**config.mk**
```make
export PLATFORM = sky130hd
export DESIGN_NAME = modbus_rtu_sensor_link_core
export DESIGN_NICKNAME = d
export VERILOG_FILES = /design/src/mrsl_pkg.sv /design/src/mrsl_ctrl.sv /design/src/mrsl_dp.sv /design/src/modbus_rtu_sensor_link_core.sv
export SDC_FILE = /design/constraint.sdc
export NUM_CORES = 1
export LEC_CHECK = 0
export BUFFER_PORTS_ARGS = -buffer_cell sky130_fd_sc_hd__buf_4
export CORE_ASPECT_RATIO = 1.5
export CORE_UTILIZATION = 55
export DETAILED_ROUTE_END_ITERATION = 6
export PLACE_DENSITY = 0.84
export SETUP_SLACK_MARGIN = 0.2
export SLEW_MARGIN = 10
export SYNTH_ARGS = -nofsm -noshare
export SYNTH_HDL_FRONTEND = slang
export SYNTH_SLANG_ARGS = --single-unit
```
**constraint.sdc**
```tcl
create_clock -name i_clk -period 8.2 [get_ports i_clk]
set_clock_uncertainty 0.15 [all_clocks]
set_input_delay 1.64 -clock i_clk [delete_from_list [all_inputs] [get_ports i_clk]]
set_output_delay 1.64 -clock i_clk [all_outputs]
set_load 0.01 [all_outputs]
```
**src/mrsl_pkg.sv**
```systemverilog
package mrsl_pkg;

    localparam int FRAME_BYTES_DEF   = 16;
    localparam int READOUT_BYTES_DEF = 8;
    localparam int TIMER_WIDTH_DEF   = 24;

    localparam int CFG_DW = 24;
    localparam int CFG_IW = 1;
    localparam logic [CFG_IW-1:0] REG_DEV_ADDR = 1'b0;
    localparam logic [CFG_IW-1:0] REG_TIMEOUT  = 1'b1;

    localparam logic [7:0]  DEV_ADDR_RST = 8'd1;
    localparam logic [23:0] TIMEOUT_RST  = 24'd100000;

    localparam logic [7:0]  FN_WRITE = 8'h06;
    localparam logic [7:0]  FN_READ  = 8'h03;
    localparam logic [15:0] READ_QTY = 16'h0001;
    localparam logic [15:0] CRC_INIT = 16'hFFFF;
    localparam logic [15:0] CRC_POLY = 16'hA001;

    localparam int IDLE_FRAME_LEN = 7;
    localparam int CMD_LEN        = 8;
    localparam int READ_HDR       = 3;
    localparam int CMD_BODY_LAST  = 5;

    typedef enum logic [1:0] {
        FUNC_RX    = 2'd0,
        FUNC_WRITE = 2'd1,
        FUNC_READ  = 2'd2,
        FUNC_TICK  = 2'd3
    } t_func;

    typedef enum logic [1:0] {
        KIND_CMD     = 2'd0,
        KIND_FRAME   = 2'd1,
        KIND_TIMEOUT = 2'd2
    } t_kind;

    typedef enum logic [2:0] {
        V_DISTANCE  = 3'd0,
        V_WRITE_ACK = 3'd1,
        V_READ_DATA = 3'd2,
        V_IGNORED   = 3'd3,
        V_CRC_ERR   = 3'd4,
        V_ECHO_BAD  = 3'd5,
        V_OVERLONG  = 3'd6
    } t_verdict;

    localparam logic [1:0] ST_UNINIT = 2'd0;
    localparam logic [1:0] ST_NORMAL = 2'd1;
    localparam logic [1:0] ST_FAILED = 2'd2;

    localparam logic [1:0] PEND_NONE  = 2'd0;
    localparam logic [1:0] PEND_WRITE = 2'd1;
    localparam logic [1:0] PEND_READ  = 2'd2;

    typedef enum logic [1:0] {
        JG_EMIT = 2'd0,
        JG_CMP  = 2'd1,
        JG_COPY = 2'd2
    } t_judge;

    typedef enum logic [3:0] {
        S_IDLE,
        S_CRC,
        S_SEND,
        S_JUDGE,
        S_CMP_RD,
        S_CMP_CHK,
        S_CP_RD,
        S_CP_WR,
        S_EMIT
    } t_state;

    typedef struct packed {
        logic accept;
        logic crc_step;
        logic send;
        logic judge;
        logic cmp_rd;
        logic cmp_chk;
        logic cp_rd;
        logic cp_wr;
        logic fin;
        logic emit;
    } t_dp_cmd;

    typedef struct packed {
        logic   tick_hit;
        logic   req_ok;
        logic   crc_last;
        logic   send_last;
        t_judge jg;
        logic   cmp_bad;
        logic   cmp_done;
        logic   cp_done;
        logic   out_free;
    } t_dp_sts;

    function automatic logic [15:0] crc_byte(input logic [15:0] crc, input logic [7:0] b);
        logic [15:0] c;
        c = crc ^ {8'h00, b};
        for (int i = 0; i < 8; i++) begin
            c = c[0] ? ((c >> 1) ^ CRC_POLY) : (c >> 1);
        end
        return c;
    endfunction

endpackage

```
**src/mrsl_ctrl.sv**
```systemverilog
module mrsl_ctrl (
    input  logic               i_clk,
    input  logic               i_rst_n,
    input  logic               i_valid,
    input  logic [1:0]         i_func,
    input  logic               i_last,
    input  mrsl_pkg::t_dp_sts  i_sts,
    output logic               o_ready,
    output mrsl_pkg::t_dp_cmd  o_cmd
);
    import mrsl_pkg::*;

    t_state r_state, n_state;

    always_ff @(posedge i_clk) begin
        if (!i_rst_n) begin
            r_state <= S_IDLE;
        end else begin
            r_state <= n_state;
        end
    end

    always_comb begin
        n_state = r_state;
        o_cmd   = '0;
        o_ready = (r_state == S_IDLE);
        case (r_state)
            S_IDLE: begin
                if (i_valid) begin
                    o_cmd.accept = 1'b1;
                    case (i_func)
                        FUNC_RX: begin
                            if (i_last) n_state = S_JUDGE;
                        end
                        FUNC_TICK: begin
                            if (i_sts.tick_hit) n_state = S_EMIT;
                        end
                        default: begin
                            if (i_sts.req_ok) n_state = S_CRC;
                        end
                    endcase
                end
            end
            S_CRC: begin
                o_cmd.crc_step = 1'b1;
                if (i_sts.crc_last) n_state = S_SEND;
            end
            S_SEND: begin
                if (i_sts.out_free) begin
                    o_cmd.send = 1'b1;
                    if (i_sts.send_last) n_state = S_IDLE;
                end
            end
            S_JUDGE: begin
                o_cmd.judge = 1'b1;
                case (i_sts.jg)
                    JG_CMP:  n_state = S_CMP_RD;
                    JG_COPY: n_state = S_CP_RD;
                    default: n_state = S_EMIT;
                endcase
            end
            S_CMP_RD: begin
                if (i_sts.cmp_done) begin
                    o_cmd.fin = 1'b1;
                    n_state   = S_EMIT;
                end else begin
                    o_cmd.cmp_rd = 1'b1;
                    n_state      = S_CMP_CHK;
                end
            end
            S_CMP_CHK: begin
                o_cmd.cmp_chk = 1'b1;
                n_state = i_sts.cmp_bad ? S_EMIT : S_CMP_RD;
            end
            S_CP_RD: begin
                if (i_sts.cp_done) begin
                    o_cmd.fin = 1'b1;
                    n_state   = S_EMIT;
                end else begin
                    o_cmd.cp_rd = 1'b1;
                    n_state     = S_CP_WR;
                end
            end
            S_CP_WR: begin
                o_cmd.cp_wr = 1'b1;
                n_state     = S_CP_RD;
            end
            S_EMIT: begin
                if (i_sts.out_free) begin
                    o_cmd.emit = 1'b1;
                    n_state    = S_IDLE;
                end
            end
            default: n_state = S_IDLE;
        endcase
    end

endmodule

```
**src/mrsl_dp.sv**
```systemverilog
module mrsl_dp #(
    parameter int FRAME_BYTES   = mrsl_pkg::FRAME_BYTES_DEF,
    parameter int READOUT_BYTES = mrsl_pkg::READOUT_BYTES_DEF,
    parameter int TIMER_WIDTH   = mrsl_pkg::TIMER_WIDTH_DEF,
    parameter int OW            = 56
) (
    input  logic                        i_clk,
    input  logic                        i_rst_n,
    input  logic                        i_cfg_we,
    input  logic [mrsl_pkg::CFG_IW-1:0] i_cfg_idx,
    input  logic [mrsl_pkg::CFG_DW-1:0] i_cfg_data,
    input  logic [1:0]                  i_func,
    input  logic [7:0]                  i_rx_byte,
    input  logic [15:0]                 i_reg_addr,
    input  logic [15:0]                 i_reg_value,
    input  mrsl_pkg::t_dp_cmd           i_cmd,
    output mrsl_pkg::t_dp_sts           o_sts,
    input  logic                        i_out_ready,
    output logic                        o_out_valid,
    output logic [1:0]                  o_out_kind,
    output logic                        o_out_last,
    output logic [OW-1:0]               o_out_data
);
    import mrsl_pkg::*;

    localparam int FAW  = $clog2(FRAME_BYTES);
    localparam int CW   = $clog2(FRAME_BYTES + 2);
    localparam int RBW  = $clog2(READOUT_BYTES + 1);
    localparam int RIW  = $clog2(READOUT_BYTES);
    localparam int IMAX = (READOUT_BYTES > CMD_LEN) ? READOUT_BYTES : CMD_LEN;
    localparam int IW   = $clog2(IMAX + 1);
    localparam int CMPW = (TIMER_WIDTH > CFG_DW) ? TIMER_WIDTH : CFG_DW;
    localparam logic [TIMER_WIDTH-1:0] TMAX = {TIMER_WIDTH{1'b1}};

    logic [7:0]             r_dev_addr;
    logic [CFG_DW-1:0]      r_timeout;
    logic [1:0]             r_pending;
    logic [7:0]             r_cmd [CMD_LEN];
    logic [15:0]            r_ccrc;
    logic [7:0]             r_mem [FRAME_BYTES];
    logic [7:0]             r_rd;
    logic [7:0]             r_fb [5];
    logic [CW-1:0]          r_count;
    logic [15:0]            r_crc;
    logic [TIMER_WIDTH-1:0] r_wait;
    logic [15:0]            r_dist;
    logic [1:0]             r_status;
    logic [7:0]             r_ro [READOUT_BYTES];
    logic [RBW-1:0]         r_rc;
    logic [IW-1:0]          r_idx;
    t_kind                  r_pkind;
    t_verdict               r_pverdict;
    logic                   r_ovalid;
    logic [1:0]             r_okind;
    logic                   r_olast;
    logic [OW-1:0]          r_odata;

    logic [TIMER_WIDTH-1:0] w_inc;
    logic                   hit;
    logic [IW:0]            idx3;
    logic [15:0]            n_ccrc;
    t_judge                 jg;
    t_verdict               jv;
    logic [RBW-1:0]         rc_cap;
    logic [7:0]             ro_hi, ro_lo;
    logic                   out_free;
    logic                   is_rx, is_tick, is_req;

    assign is_rx   = (i_func == FUNC_RX);
    assign is_tick = (i_func == FUNC_TICK);
    assign is_req  = !is_rx && !is_tick;

    assign w_inc  = (r_wait == TMAX) ? r_wait : r_wait + 1'b1;
    assign hit    = (CMPW'(w_inc) >= CMPW'(r_timeout)) || (w_inc == TMAX);
    assign idx3   = {1'b0, r_idx} + (IW + 1)'(READ_HDR);
    assign n_ccrc = crc_byte(r_ccrc, r_cmd[r_idx[2:0]]);
    assign rc_cap = (r_fb[2] > 8'(READOUT_BYTES)) ? RBW'(READOUT_BYTES) : RBW'(r_fb[2]);
    assign out_free = !r_ovalid || i_out_ready;
    assign ro_hi  = (r_rc > RBW'(0)) ? r_ro[0] : 8'h00;
    assign ro_lo  = (r_rc > RBW'(1)) ? r_ro[1] : 8'h00;

    always_comb begin
        jg = JG_EMIT;
        jv = V_IGNORED;
        if (r_count > CW'(FRAME_BYTES)) begin
            jv = V_OVERLONG;
        end else if (r_fb[0] != r_dev_addr) begin
            jv = V_IGNORED;
        end else begin
            case (r_pending)
                PEND_NONE: begin
                    if (r_count != CW'(IDLE_FRAME_LEN)) jv = V_IGNORED;
                    else if (r_crc != 16'h0000)         jv = V_CRC_ERR;
                    else                                jv = V_DISTANCE;
                end
                PEND_WRITE: begin
                    if (r_count == CW'(CMD_LEN)) begin
                        jg = JG_CMP;
                        jv = V_WRITE_ACK;
                    end
                end
                default: begin
                    if (r_count < CW'(READ_HDR) || r_crc != 16'h0000) begin
                        jv = V_CRC_ERR;
                    end else begin
                        jg = JG_COPY;
                        jv = V_READ_DATA;
                    end
                end
            endcase
        end
    end

    always_comb begin
        o_sts.tick_hit  = is_tick && (r_pending != PEND_NONE) && hit;
        o_sts.req_ok    = (r_pending == PEND_NONE);
        o_sts.crc_last  = (r_idx == IW'(CMD_BODY_LAST));
        o_sts.send_last = (r_idx == IW'(CMD_LEN - 1));
        o_sts.jg        = jg;
        o_sts.cmp_bad   = (r_rd != r_cmd[r_idx[2:0]]);
        o_sts.cmp_done  = (r_idx == IW'(CMD_LEN));
        o_sts.cp_done   = (r_idx == IW'(r_rc));
        o_sts.out_free  = out_free;
    end

    // configuration and control state
    always_ff @(posedge i_clk) begin
        if (!i_rst_n) begin
            r_dev_addr <= DEV_ADDR_RST;
            r_timeout  <= TIMEOUT_RST;
            r_pending  <= PEND_NONE;
            r_count    <= '0;
            r_crc      <= CRC_INIT;
            r_wait     <= '0;
            r_dist     <= '0;
            r_status   <= ST_UNINIT;
            r_rc       <= '0;
            r_idx      <= '0;
            r_ovalid   <= 1'b0;
        end else begin
            if (i_cfg_we) begin
                case (i_cfg_idx)
                    REG_DEV_ADDR: r_dev_addr <= i_cfg_data[7:0];
                    REG_TIMEOUT:  r_timeout  <= i_cfg_data;
                    default: ;
                endcase
            end
            if (i_cmd.accept) begin
                if (is_rx) begin
                    if (r_count <= CW'(FRAME_BYTES)) r_count <= r_count + 1'b1;
                    r_crc <= crc_byte(r_crc, i_rx_byte);
                end else if (is_tick) begin
                    if (r_pending != PEND_NONE) begin
                        r_wait <= w_inc;
                        if (hit) begin
                            if (r_pending == PEND_READ) r_rc <= '0;
                            r_pending <= PEND_NONE;
                            r_status  <= ST_FAILED;
                        end
                    end
                end else if (r_pending == PEND_NONE) begin
                    r_pending <= (i_func == FUNC_WRITE) ? PEND_WRITE : PEND_READ;
                    r_wait    <= '0;
                    r_idx     <= '0;
                end
            end
            if (i_cmd.crc_step) begin
                r_idx <= o_sts.crc_last ? '0 : r_idx + 1'b1;
            end
            if (i_cmd.send) r_idx <= r_idx + 1'b1;
            if (i_cmd.judge) begin
                r_idx <= '0;
                if (jv == V_DISTANCE) begin
                    r_dist   <= {r_fb[3], r_fb[4]};
                    r_status <= ST_NORMAL;
                end else if (jv == V_CRC_ERR) begin
                    if (r_pending == PEND_NONE) r_status <= ST_FAILED;
                    else                        r_rc     <= '0;
                end
                if (jg == JG_COPY) r_rc <= rc_cap;
            end
            if (i_cmd.cmp_chk) begin
                if (o_sts.cmp_bad) r_status <= ST_FAILED;
                else               r_idx    <= r_idx + 1'b1;
            end
            if (i_cmd.cp_wr) r_idx <= r_idx + 1'b1;
            if (i_cmd.fin) r_pending <= PEND_NONE;
            if (i_cmd.emit && r_pkind == KIND_FRAME) begin
                r_count <= '0;
                r_crc   <= CRC_INIT;
            end
            if (i_cmd.send || i_cmd.emit) r_ovalid <= 1'b1;
            else if (i_out_ready)         r_ovalid <= 1'b0;
        end
    end

    // payload registers
    always_ff @(posedge i_clk) begin
        if (i_cmd.accept) begin
            if (is_rx) begin
                if (r_count < CW'(FRAME_BYTES)) r_mem[FAW'(r_count)] <= i_rx_byte;
                for (int k = 0; k < 5; k++) begin
                    if (r_count == CW'(k)) r_fb[k] <= i_rx_byte;
                end
            end else if (is_tick) begin
                r_pkind    <= KIND_TIMEOUT;
                r_pverdict <= V_DISTANCE;
            end else if (is_req && r_pending == PEND_NONE) begin
                r_cmd[0] <= r_dev_addr;
                r_cmd[1] <= (i_func == FUNC_WRITE) ? FN_WRITE : FN_READ;
                r_cmd[2] <= i_reg_addr[15:8];
                r_cmd[3] <= i_reg_addr[7:0];
                r_cmd[4] <= (i_func == FUNC_WRITE) ? i_reg_value[15:8] : READ_QTY[15:8];
                r_cmd[5] <= (i_func == FUNC_WRITE) ? i_reg_value[7:0]  : READ_QTY[7:0];
                r_ccrc   <= CRC_INIT;
            end
        end
        if (i_cmd.crc_step) begin
            r_ccrc <= n_ccrc;
            if (o_sts.crc_last) begin
                r_cmd[6] <= n_ccrc[7:0];
                r_cmd[7] <= n_ccrc[15:8];
            end
        end
        if (i_cmd.judge) begin
            r_pkind    <= KIND_FRAME;
            r_pverdict <= jv;
        end
        if (i_cmd.cmp_chk && o_sts.cmp_bad) r_pverdict <= V_ECHO_BAD;
        if (i_cmd.cmp_rd) r_rd <= r_mem[FAW'(r_idx)];
        if (i_cmd.cp_rd)  r_rd <= r_mem[FAW'(idx3)];
        if (i_cmd.cp_wr) begin
            r_ro[r_idx[RIW-1:0]] <= (32'(idx3) < 32'(r_count)) ? r_rd : 8'h00;
        end
        if (i_cmd.send) begin
            r_okind <= KIND_CMD;
            r_olast <= o_sts.send_last;
            r_odata <= OW'({ro_hi, ro_lo, r_rc, r_pending, r_status, r_dist,
                            V_DISTANCE, r_cmd[r_idx[2:0]]});
        end
        if (i_cmd.emit) begin
            r_okind <= r_pkind;
            r_olast <= 1'b0;
            r_odata <= OW'({ro_hi, ro_lo, r_rc, r_pending, r_status, r_dist,
                            r_pverdict, 8'h00});
        end
    end

    assign o_out_valid = r_ovalid;
    assign o_out_kind  = r_okind;
    assign o_out_last  = r_olast;
    assign o_out_data  = r_odata;

endmodule

```
**src/modbus_rtu_sensor_link_core.sv**
```systemverilog
// channel   dir  tdata (low bit up)                                       tuser  tlast
// s_axis    in   rx_byte, register_address, register_value                func   rx_frame_end
// m_axis    out  tx_byte, verdict, distance, sensor_status, pending,      kind   last
//                read_length, read_value
// cfg       in   i_cfg_we / i_cfg_idx / i_cfg_data, no read-back
//
// a received byte or a tick is taken in the idle state, a tick that times out then emits;
// a request, after its accept, runs command crc (one byte per cycle) over six bytes, then
// outputs the eight command bytes, one word each; frame end: judge, then emit, with a read
// and a check per echo byte compared or a read and a write per readout byte copied between,
// paced by the single registered read port of the frame memory
// synchronous active-low reset; frame and readout memories need no clearing
// a stalled output holds its word and the controller waits on it
module modbus_rtu_sensor_link_core #(
    parameter int FRAME_BYTES   = mrsl_pkg::FRAME_BYTES_DEF,
    parameter int READOUT_BYTES = mrsl_pkg::READOUT_BYTES_DEF,
    parameter int TIMER_WIDTH   = mrsl_pkg::TIMER_WIDTH_DEF,
    localparam int OW = ((47 + $clog2(READOUT_BYTES + 1) + 7) / 8) * 8
) (
    input  logic                        i_clk,
    input  logic                        i_rst_n,
    input  logic                        i_cfg_we,
    input  logic [mrsl_pkg::CFG_IW-1:0] i_cfg_idx,
    input  logic [mrsl_pkg::CFG_DW-1:0] i_cfg_data,
    input  logic                        s_axis_tvalid,
    output logic                        s_axis_tready,
    input  logic [39:0]                 s_axis_tdata,  // rx_byte, register_address, register_value
    input  logic [1:0]                  s_axis_tuser,  // func
    input  logic                        s_axis_tlast,
    output logic                        m_axis_tvalid,
    input  logic                        m_axis_tready,
    output logic [OW-1:0]               m_axis_tdata,  // tx_byte, verdict, distance,
                                                       // sensor_status, pending,
                                                       // read_length, read_value
    output logic [1:0]                  m_axis_tuser,  // kind
    output logic                        m_axis_tlast
);
    import mrsl_pkg::*;

    t_dp_cmd cmd;
    t_dp_sts sts;

    mrsl_ctrl u_ctrl (
        .i_clk   (i_clk),
        .i_rst_n (i_rst_n),
        .i_valid (s_axis_tvalid),
        .i_func  (s_axis_tuser),
        .i_last  (s_axis_tlast),
        .i_sts   (sts),
        .o_ready (s_axis_tready),
        .o_cmd   (cmd)
    );

    mrsl_dp #(
        .FRAME_BYTES   (FRAME_BYTES),
        .READOUT_BYTES (READOUT_BYTES),
        .TIMER_WIDTH   (TIMER_WIDTH),
        .OW            (OW)
    ) u_dp (
        .i_clk       (i_clk),
        .i_rst_n     (i_rst_n),
        .i_cfg_we    (i_cfg_we),
        .i_cfg_idx   (i_cfg_idx),
        .i_cfg_data  (i_cfg_data),
        .i_func      (s_axis_tuser),
        .i_rx_byte   (s_axis_tdata[7:0]),
        .i_reg_addr  (s_axis_tdata[23:8]),
        .i_reg_value (s_axis_tdata[39:24]),
        .i_cmd       (cmd),
        .o_sts       (sts),
        .i_out_ready (m_axis_tready),
        .o_out_valid (m_axis_tvalid),
        .o_out_kind  (m_axis_tuser),
        .o_out_last  (m_axis_tlast),
        .o_out_data  (m_axis_tdata)
    );

endmodule

```
==> flow_summary.toml <==
[timing]
fmax_mhz = 217.5
finalMaxSlewViolations = 0
hold_viol = 0
rsz0062_at_grt = "no"
timing.final.crit_share_pct = 56.07
final.setup.tns_ns = 0
tightest_slew_ns = 1.277
final.min_clock_period_ns = 4.597
setup_viol_count_final = 0
slew_headroom_pct = 14.62

[finish]
post-route-util_pct = 63.35
final_cell_area_sq_mm = 0.02230
nFillCells = 2455
fin_nets = 1739
area.growth.synth_to_final_pct = 12.88
drive_gt1_share_pct = 19.85

[drt]
wl_per_cell_um = 23.71
drc = 0
routed_via_density = 6.233
drt_iter0_markers = 1206
via_count = 13250
drtPass1Iterations = 5
drt-total-wl_um = 50420
ant_nets = 0

[floorplan]
initial_core_util_pct = 56.12
die_w_um = 156.8
io_pins = 134
die_h_um = 234.1
die_area_sq_mm = 0.03670
fp-row-count = 84
core_area_sq_mm = 0.03521

[global_routing]
overflow = 0
grt_pass1_vias = 13120
grt_max_degree = 68
grt_pass1_wl_um = 75350
grtUsageTotal_pct = 27.82
antenna_found_initial = 2

[synth]
synth-async-reset-ratio_pct = 0
synth_ff_type = "edfxtp_1"
syn-mean-instance-area_sq_um = 12.98
synth_cell_types = 72
ys_ff_latch = 427
synth_edf_count = 303
netlist_instances = 1522
ys_warn_count = 0
yosysSeqAreaShare_pct = 58.61
netlist_area_sq_mm = 0.01976

[placement]
portBuffers = 128
post_dp_cell_area_sq_mm = 0.02104
hpwl_um = 35290
place.gp.congestion = 0.9685

[setup_path]
r2r_start = "u_dp.r_wait[3]"
setup.worst_path.start_class = "register"
required_ns = 8.49
crit_path_end_kind = "register"
cp_max_fo = 11
cp.arrival_ns = 4.89
crit_type = "reg2reg"
startpoint = "u_dp.r_wait[3]"

[clock_tree]
hold_buffers = 0
cts_setup_buffers = 0
ctsResizeCount = 0
path_clk_slew_ns = 0.07
cts_root_buf = "clkbuf_16"
cts.sinks = 427
clock_path_buffers = 3
tritoncts = "done"
clk-insertion-delay-late_ns = 0.58
cts_inserted_buffers = 39
h-tree-depth = 2

[pwr]
leakagePower_uw = 0.007875
total_power_uw = 5383
ir_drop_mv = 0.2180
powerDensity_mw_per_mm2 = 241.4

[worst_hold_path]
hp-class = "reg2reg"
min-delay-start = "u_dp.r_ccrc[12]"

[job]
maxCapViolCount = 0

[status]
outcome = "completed"
## registers in the layout (all words and copies together) (netlist names), 8 cells and up
signal           count
u_dp.o_out_data     51
u_dp.r_ccrc         16
u_dp.r_cmd          58
u_dp.r_crc          16
u_dp.r_dev_addr      8
u_dp.r_dist         16
u_dp.r_fb           32
u_dp.r_mem         128
u_dp.r_rd            8
u_dp.r_ro           16
u_dp.r_timeout      24
u_dp.r_wait         24
## metrics by stage
stage	std cells	setup slack (ns)	hold WS, ns
after floorplan	1526	3.864	0.2668
after global placement	2053	3.498	0.2730
after detailed placement	2053	3.361	0.2765
after CTS	2125	3.681	0.2936
after global routing	2126	3.336	0.3116
final	2126	3.603	0.2922
## final cells by class
class | count | area (sq um) | area share (%)
multi-input cells | 965 | 7650 | 34.30
repair buffers | 136 | 1021 | 4.578
clock inverters | 29 | 266.5 | 1.195
flip-flops and latches | 427 | 11590 | 51.95
clock buffers | 43 | 991.0 | 4.443
diodes | 1 | 2.502 | 0.01122
inverters | 52 | 195.2 | 0.8751
well taps | 473 | 591.8 | 2.653
## power by group
| part | switching [uW] | internal (uW) | leakage, uW |
|---|---|---|---|
| Clock | 833 | 986 | 0.000605 |
| Combinational | 539 | 472 | 0.00352 |
| Sequential | 96.8 | 2460 | 0.00375 |
## cell usage in the layout (no fill, tap or decap), types with 50 or more instances in the layout
cell	count
edfxtp_1	303
nand2_1	148
buf_4	136
dfxtp_1	122
nor2_1	107
mux4_2	84
and2_1	77
a21oi_1	56
xnor2_1	50
inv_1	50
## final timing paths
path	to	slack (ns)	depth (start not counted)
max	u_dp.r_status[1]	3.60	13
min	u_dp.r_cmd[6][4]	0.29	0
max reg2reg	u_dp.r_status[1]	3.60	13
min reg2reg	u_dp.r_cmd[6][4]	0.29	0
## critical path, cell delays in order, from the launching register on
cell and delay [ns]:
dfxtp_1 0.48, nand4_1 0.49, nor4_1 0.80, o21ai_0 0.25, xnor2_1 0.29, ha_1 0.29
a21oi_1 0.14, o21ai_0 0.14, a22oi_1 0.25, nand3_1 0.11, nor2_1 0.15, o21a_1 0.50
nand4_1 0.17, a41o_1 0.26
## routing by layer
layer	vias up	share of wire, %	global-route usage [%]
met5	-	0.034	0
met3	176	7.4	4.750
met4	2	6.8	18.20
li1	5842	-	-
met2	724	51	48.46
met1	6508	35	31.35
## cell families (layout without fill, tap and decap cells)
kind of cell	count (synthesis)	in the layout	synth area share [%]
mux	134	134	12.35
buf+inv	134	260	2.812
flops	427	427	58.61
simple gates	508	508	12.87
xor+xnor	80	80	3.831
fa+ha+maj	45	45	2.850
other cells	1	6	0.01898
compound gates	193	193	6.655
## cells in the mapped netlist, drive strengths merged, types with 11 or more instances
| cell | n | share of area, % |
|---|---|---|
| o21ai | 28 | 0.71 |
| mux4 | 84 | 9.6 |
| dfxtp | 124 | 13 |
| ha | 45 | 2.8 |
| a21oi | 56 | 1.4 |
| and2 | 78 | 2.5 |
| nand2b | 24 | 0.76 |
| buf | 30 | 0.84 |
| inv | 52 | 0.99 |
| clkbuf | 52 | 0.99 |
| nand4 | 21 | 0.66 |
| nor3 | 27 | 0.68 |
| nand2 | 148 | 2.8 |
| nand3 | 35 | 0.91 |
| mux2i | 25 | 1.3 |
| nor2 | 107 | 2.0 |
| edfxtp | 303 | 46 |
| a22oi | 23 | 0.87 |
| xnor2 | 50 | 2.2 |
| xor2 | 27 | 1.3 |
| mux2 | 25 | 1.4 |
| nor4 | 18 | 0.71 |
| o211ai | 20 | 0.76 |
| and3 | 11 | 0.35 |
Power figures use the tool's default switching activity.
